## src/rtl/sip_pkg.sv

```systemverilog
// ----------------------------------------------------------------------------
// sip_pkg
// Widths and the queue entry type shared by the segment intersection block.
// ----------------------------------------------------------------------------
package sip_pkg;

    localparam int COORD_BITS  = 16;
    localparam int DIFF_BITS   = COORD_BITS + 1;          // coordinate difference
    localparam int PROD_BITS   = 2 * DIFF_BITS;           // product of two differences
    localparam int SUM_BITS    = PROD_BITS + 1;           // line-equation value
    localparam int MAG_BITS    = 2 * COORD_BITS + 2;      // |s1|, |den|
    localparam int QUOT_BITS   = DIFF_BITS;               // quotient bits, one per step
    localparam int NUM_BITS    = MAG_BITS + QUOT_BITS;    // |s1| * |delta|
    localparam int QUEUE_DEPTH = 4;                       // power of two
    localparam int QPTR_BITS   = $clog2(QUEUE_DEPTH);

    // classified pair, front to back
    typedef struct packed {
        logic                         hit;
        logic signed [SUM_BITS-1:0]   s1;
        logic signed [SUM_BITS:0]     den;
        logic signed [DIFF_BITS-1:0]  dxa;
        logic signed [DIFF_BITS-1:0]  dya;
        logic signed [COORD_BITS-1:0] ax0;
        logic signed [COORD_BITS-1:0] ay0;
    } t_job;

endpackage

```

## src/rtl/sip_queue.sv

```systemverilog
// ----------------------------------------------------------------------------
// sip_queue
// Short FIFO between the classifier and the divider pipeline.
// ----------------------------------------------------------------------------
module sip_queue (
    input  logic          i_clk,
    input  logic          i_rst_n,
    input  logic          i_push_valid,
    output logic          o_push_ready,
    input  sip_pkg::t_job i_push_data,
    output logic          o_pop_valid,
    input  logic          i_pop_ready,
    output sip_pkg::t_job o_pop_data
);

    localparam int PB = sip_pkg::QPTR_BITS;

    sip_pkg::t_job r_mem [sip_pkg::QUEUE_DEPTH];
    logic [PB-1:0] r_wr_ptr;
    logic [PB-1:0] r_rd_ptr;
    logic [PB:0]   r_count;
    logic          push;
    logic          pop;

    assign o_push_ready = (r_count != (PB+1)'(sip_pkg::QUEUE_DEPTH));
    assign o_pop_valid  = (r_count != '0);
    assign o_pop_data   = r_mem[r_rd_ptr];
    assign push         = i_push_valid && o_push_ready;
    assign pop          = o_pop_valid && i_pop_ready;

    always_ff @(posedge i_clk) begin
        if (!i_rst_n) begin
            r_wr_ptr <= '0;
            r_rd_ptr <= '0;
            r_count  <= '0;
        end else begin
            if (push) r_wr_ptr <= r_wr_ptr + 1'b1;
            if (pop)  r_rd_ptr <= r_rd_ptr + 1'b1;
            case ({push, pop})
                2'b10:   r_count <= r_count + 1'b1;
                2'b01:   r_count <= r_count - 1'b1;
                default: r_count <= r_count;
            endcase
        end
    end

    always_ff @(posedge i_clk) begin
        if (push) r_mem[r_wr_ptr] <= i_push_data;
    end

    a_count_bound: assert property (@(posedge i_clk) disable iff (!i_rst_n)
        r_count <= (PB+1)'(sip_pkg::QUEUE_DEPTH))
        else $error("queue count beyond depth");

    a_count_track: assert property (@(posedge i_clk) disable iff (!i_rst_n)
        push && !pop |=> r_count == $past(r_count) + 1'b1)
        else $error("queue count missed a push");

endmodule

```

## config.mk

```make
export PLATFORM = sky130hd
export DESIGN_NAME = sip_queue
export DESIGN_NICKNAME = d
export VERILOG_FILES = /design/src/rtl/sip_pkg.sv /design/src/rtl/sip_queue.sv
export SDC_FILE = /design/constraint.sdc
export NUM_CORES = 1
export LEC_CHECK = 0
export BUFFER_PORTS_ARGS = -buffer_cell sky130_fd_sc_hd__buf_4
export CORE_UTILIZATION = 57
export DETAILED_ROUTE_END_ITERATION = 8
export PLACE_DENSITY = 0.9
export SLEW_MARGIN = 10
export SYNTH_ARGS = -nofsm -noshare
export SYNTH_HDL_FRONTEND = slang
export SYNTH_SLANG_ARGS = --single-unit
```

## constraint.sdc

```tcl
create_clock -name i_clk -period 7.1 [get_ports i_clk]
set_clock_uncertainty 0.2 [all_clocks]
set_input_delay 1.42 -clock i_clk [delete_from_list [all_inputs] [get_ports i_clk]]
set_output_delay 1.42 -clock i_clk [all_outputs]
set_load 0.03 [all_outputs]
```

# [Word-level counts from Yosys, hierarchy flattened]
# Memory sizes are Yosys's and may differ from the RTL's. A register that Yosys moved wholly into a read port is not among the register bits.
# Index checks and enable logic that the tools add are counted.
[classes] eq_ne=3 n_reduce_logical=4 n_addsub=4 muxes=5
[ops] cell="$pmux 3 s2" n=1
[ops] cell="$add 2x1->2 const B" n=2
[ops] cell="$mux 2" n=2
[ops] cell="$add 3x1->3 const B" n=1
[ops] cell="$ne 3x3->1 const B" n=1
[ops] cell="$reduce_bool 3->1" n=1
[ops] cell="$sub 3x1->3 const B" n=1
[ops] cell="$eq 2x1->1 const B" n=1
[ops] cell="$eq 2x2->1 const B" n=1
[ops] cell="$logic_and 1x1->1" n=2
[ops] cell="$mux 1" n=2
[ops] cell="$reduce_bool 2->1" n=1
[word_totals] output_inout_bits=140 n_memories=1 in_bits=142 mem_bits_rw=552 register_bits=7 word_cells=20
[mem_list] memory="r_mem" depth=4 width=138 rd=1 rd_ports_with_merged_regs=1 write_ports=1 line_no="sip_queue.sv:18" text="sip_pkg::t_job r_mem [sip_pkg::QUEUE_DEPTH];"

# [Depth between registers and ports, before layout]
[depth] word_depth=4 mapped_depth=9 depth_no_buf=9

# [Least setup slack after synthesis]
# No wires, ideal clock.
[synth_path] kind="input to register" from="in i_push_valid" to="mem r_mem[0][0] (netlist bit), enable pin" setup_ps=514 path_stages=2 required_time_ps=6386 n_path_buf=0 setup_slack_ps=1369 arrival_ps=5017 path_cell_list="a21boi_1 > and2_1"
[synth_via] elab_chain_len=3
[synth_rtl] item="start, declared" line_no="sip_queue.sv:8" text="input logic i_push_valid,"
[synth_rtl] item="$logic_and 1x1->1" line_no="sip_queue.sv:28" text="assign push = i_push_valid && o_push_ready;"
[synth_rtl] item="$mux 1" line_no="sip_queue.sv:48" text="if (push) r_mem[r_wr_ptr] <= i_push_data;"
[synth_rtl] item="$mux 1 (not written as such)" line_no="sip_queue.sv:48"
[synth_rtl] item="end, declared" line_no="sip_queue.sv:18"
# Every way passes these cells.

==> metrics.yaml <==
status: "complete, no violations"
synth-seq-cells: 561
final_cell_mix: "edfxtp_1, buf_4, mux4_2"
core_mm2: 0.0355
final_util: 0.695
combPwrFrac: 0.291
irDropWorstVdd_mv: 0.316
grt_max_degree: 139
multi_input_area_mm2: 0.00339
finalWirelength_mm: 39.4
cp.required_ns: 5.48
crit_family: "buffers and inverters"
slew_headroom: 0.251
antenna_found_initial: 4
postCtsHoldBufs: 0
gp_congestion: 0.712
finalSetupTns_ns: 0
wire_per_inst_um: 24.8
drive_gt1_frac: 0.454
p_leak_nw: 8.22
dr.pass1.iters: 5
hp-class: "flop to flop"
ys_seq_area_frac: 0.817
final.fill_count: 2059
clock_latency_ns: 0.57
drc: 0
post-route-min-period_ns: 4.38
fp.dieW_um: 192
syn_to_final_growth_pct: 20.2
grt_pass1_wl_mm: 57.2
syn-cell-area_mm2: 0.0205
p_per_area_mw_per_mm2: 388
first_global_vias: 9530
cts-root-buf: "clkbuf_16"
synth.distinct_cells: 24
setup_violations: 0
hpwl_mm: 22.9
num_vias: 9257
clock_power_share: 0.281
clockBufferDepth: 3
critPathMaxStageDelay_ns: 0.79
seq_area_mm2: 0.0168
worstPathCellList: "buf_4, mux4_2, buf_4"
crit_path_top_delay_cell: "buf_4"
cts_tree: "done"
pwr-share-seq: 0.428
io_pins: 282
final_common_cell: "edfxtp_1"
fp-row-count: 69
grt.total_usage: 0.216
cts_made_buffers: 53
die_y_um: 192
synth_cells: 773
die-area_mm2: 0.0367
final-hold-violation-count: 0
period_share: 0.617
slew_viol_final: 0
fmax_mhz: 228
critical_path_arrival_ns: 2.76
initial_core_util: 0.578
post_cts_buffers: 0
swShare: 0.301
cp_max_fo: 51
avgSynthCellArea_um2: 26.5
drv_cap: 0
clkTransAtPathRegs_ns: 0.06
rsz0062_at_grt: "false"
worstSetupPathType: "flop to primary output"
htree_levels: 2
worst_slew_pin_slew_ns: 1.12
synth_warnings: 0
viasPerCell: 5.82
drtAntennaViolNets: 0
internal-power_w: 0.00669
cts_sinks: 561
endpoint_kind: "primary output"
syn_nets: 921
nets: 1236
drtIter0Drc: 596
cp-start-kind: "flop"
cts_resized: 0
grt_overflow: 0
power.net_switching_w: 0.00288
portBuffers: 281
path_common_cell: "buf_4"
critPathBufInv: 2
-- routing by layer --
layer	GRT usage	wire length, um
met5	0	36
met4	0.0702	973
met3	0.0623	3400
met2	0.355	20100
met1	0.279	14900
-- Yosys cell counts --
master	count	area, um^2
buf_12	11	220
clkbuf_1	3	11.3
xor2_1	1	8.76
o21ai_0	2	10.0
a21boi_1	1	7.51
edfxtp_1	552	16600
dfxtp_1	9	180
nand2_1	6	22.5
fa_1	1	20.0
buf_4	1	7.51
buf_2	13	65.1
mux2i_1	2	20.0
nor2_1	1	3.75
inv_1	6	22.5
or3_1	2	12.5
mux4_2	138	3110
xnor2_1	3	26.3
o31a_1	1	8.76
a21boi_0	1	7.51
buf_6	4	45.0
ha_1	5	62.6
nor2b_1	2	12.5
o311ai_0	1	8.76
and2_1	7	43.8
-- worst paths after layout --
path | start | endpoint | slack, ns | cells past startpoint
min reg2reg | r_wr_ptr[1]$_SDFFE_PN0P_ | r_wr_ptr[1]$_SDFFE_PN0P_ | 0.34 | 2
max reg2reg | r_count[1]$_SDFFE_PN0P_ | r_mem[2][136]$_DFFE_PP_ | 3.75 | 4
min | r_wr_ptr[1]$_SDFFE_PN0P_ | r_wr_ptr[1]$_SDFFE_PN0P_ | 0.34 | 2
max | flop | o_pop_data[97] | 2.72 | 3
-- worst reg2reg max path: stages (launching register included) --
cell and delay [ns]:
dfxtp_1 0.44, nor2_1 0.10, a21boi_1 0.59, and2_4 0.97
buf_4 0.67
-- flip-flops by register name, summed over array words and instances, names as in the netlist, named ones only --
signal	flops
r_count	3
r_wr_ptr	2
r_rd_ptr	2
r_mem	552
-- power groups by stage --
stage | logic [W] | registers (W) | clock network [W]
finish | 0.00279 | 0.00409 | 0.00268
global route | 0.00293 | 0.00412 | 0.00285
CTS | 0.00283 | 0.00410 | 0.00273
detailed placement | 0.00280 | 0.00416 | 0
global placement | 0.00277 | 0.00413 | 0
floorplan | 0.00201 | 0.00415 | 0
-- cells by family after synthesis --
logic type               share of synthesized area
multiplexers                                 0.153
AND/OR/NAND/NOR                            0.00464
AO/OA/AOI/OAI                              0.00207
adder cells (fa/ha/maj)                    0.00403
XOR/XNOR                                   0.00171
buffers and inverters                       0.0181
flip-flops                                   0.817
-- per-stage QoR --
stage | power (W) | instances | hold slack [ns] | area, um^2 | worst slack (ns)
2_1_floorplan | 0.00616 | 773 | 0.268 | 20500 | 1.37
3_3_place_gp | 0.00690 | 1494 | 0.286 | 23000 | 2.85
3_5_place_dp | 0.00697 | 1494 | 0.315 | 23000 | 2.74
4_1_cts | 0.00966 | 1589 | 0.332 | 24600 | 2.63
5_1_grt | 0.00990 | 1589 | 0.354 | 24600 | 2.53
6_report | 0.00957 | 1590 | 0.336 | 24700 | 2.72
-- layout make-up --
| class | instances | area share |
|---|---|---|
| clock buffer | 61 | 0.0563 |
| antenna | 1 | 0.000102 |
| multi-input combinational | 174 | 0.138 |
| inverter | 6 | 0.000914 |
| clock inverter | 34 | 0.0112 |
| timing repair buffer | 292 | 0.0904 |
| sequential | 561 | 0.680 |
| tap | 461 | 0.0234 |
Note: power is estimated with default switching activity, not from simulation.
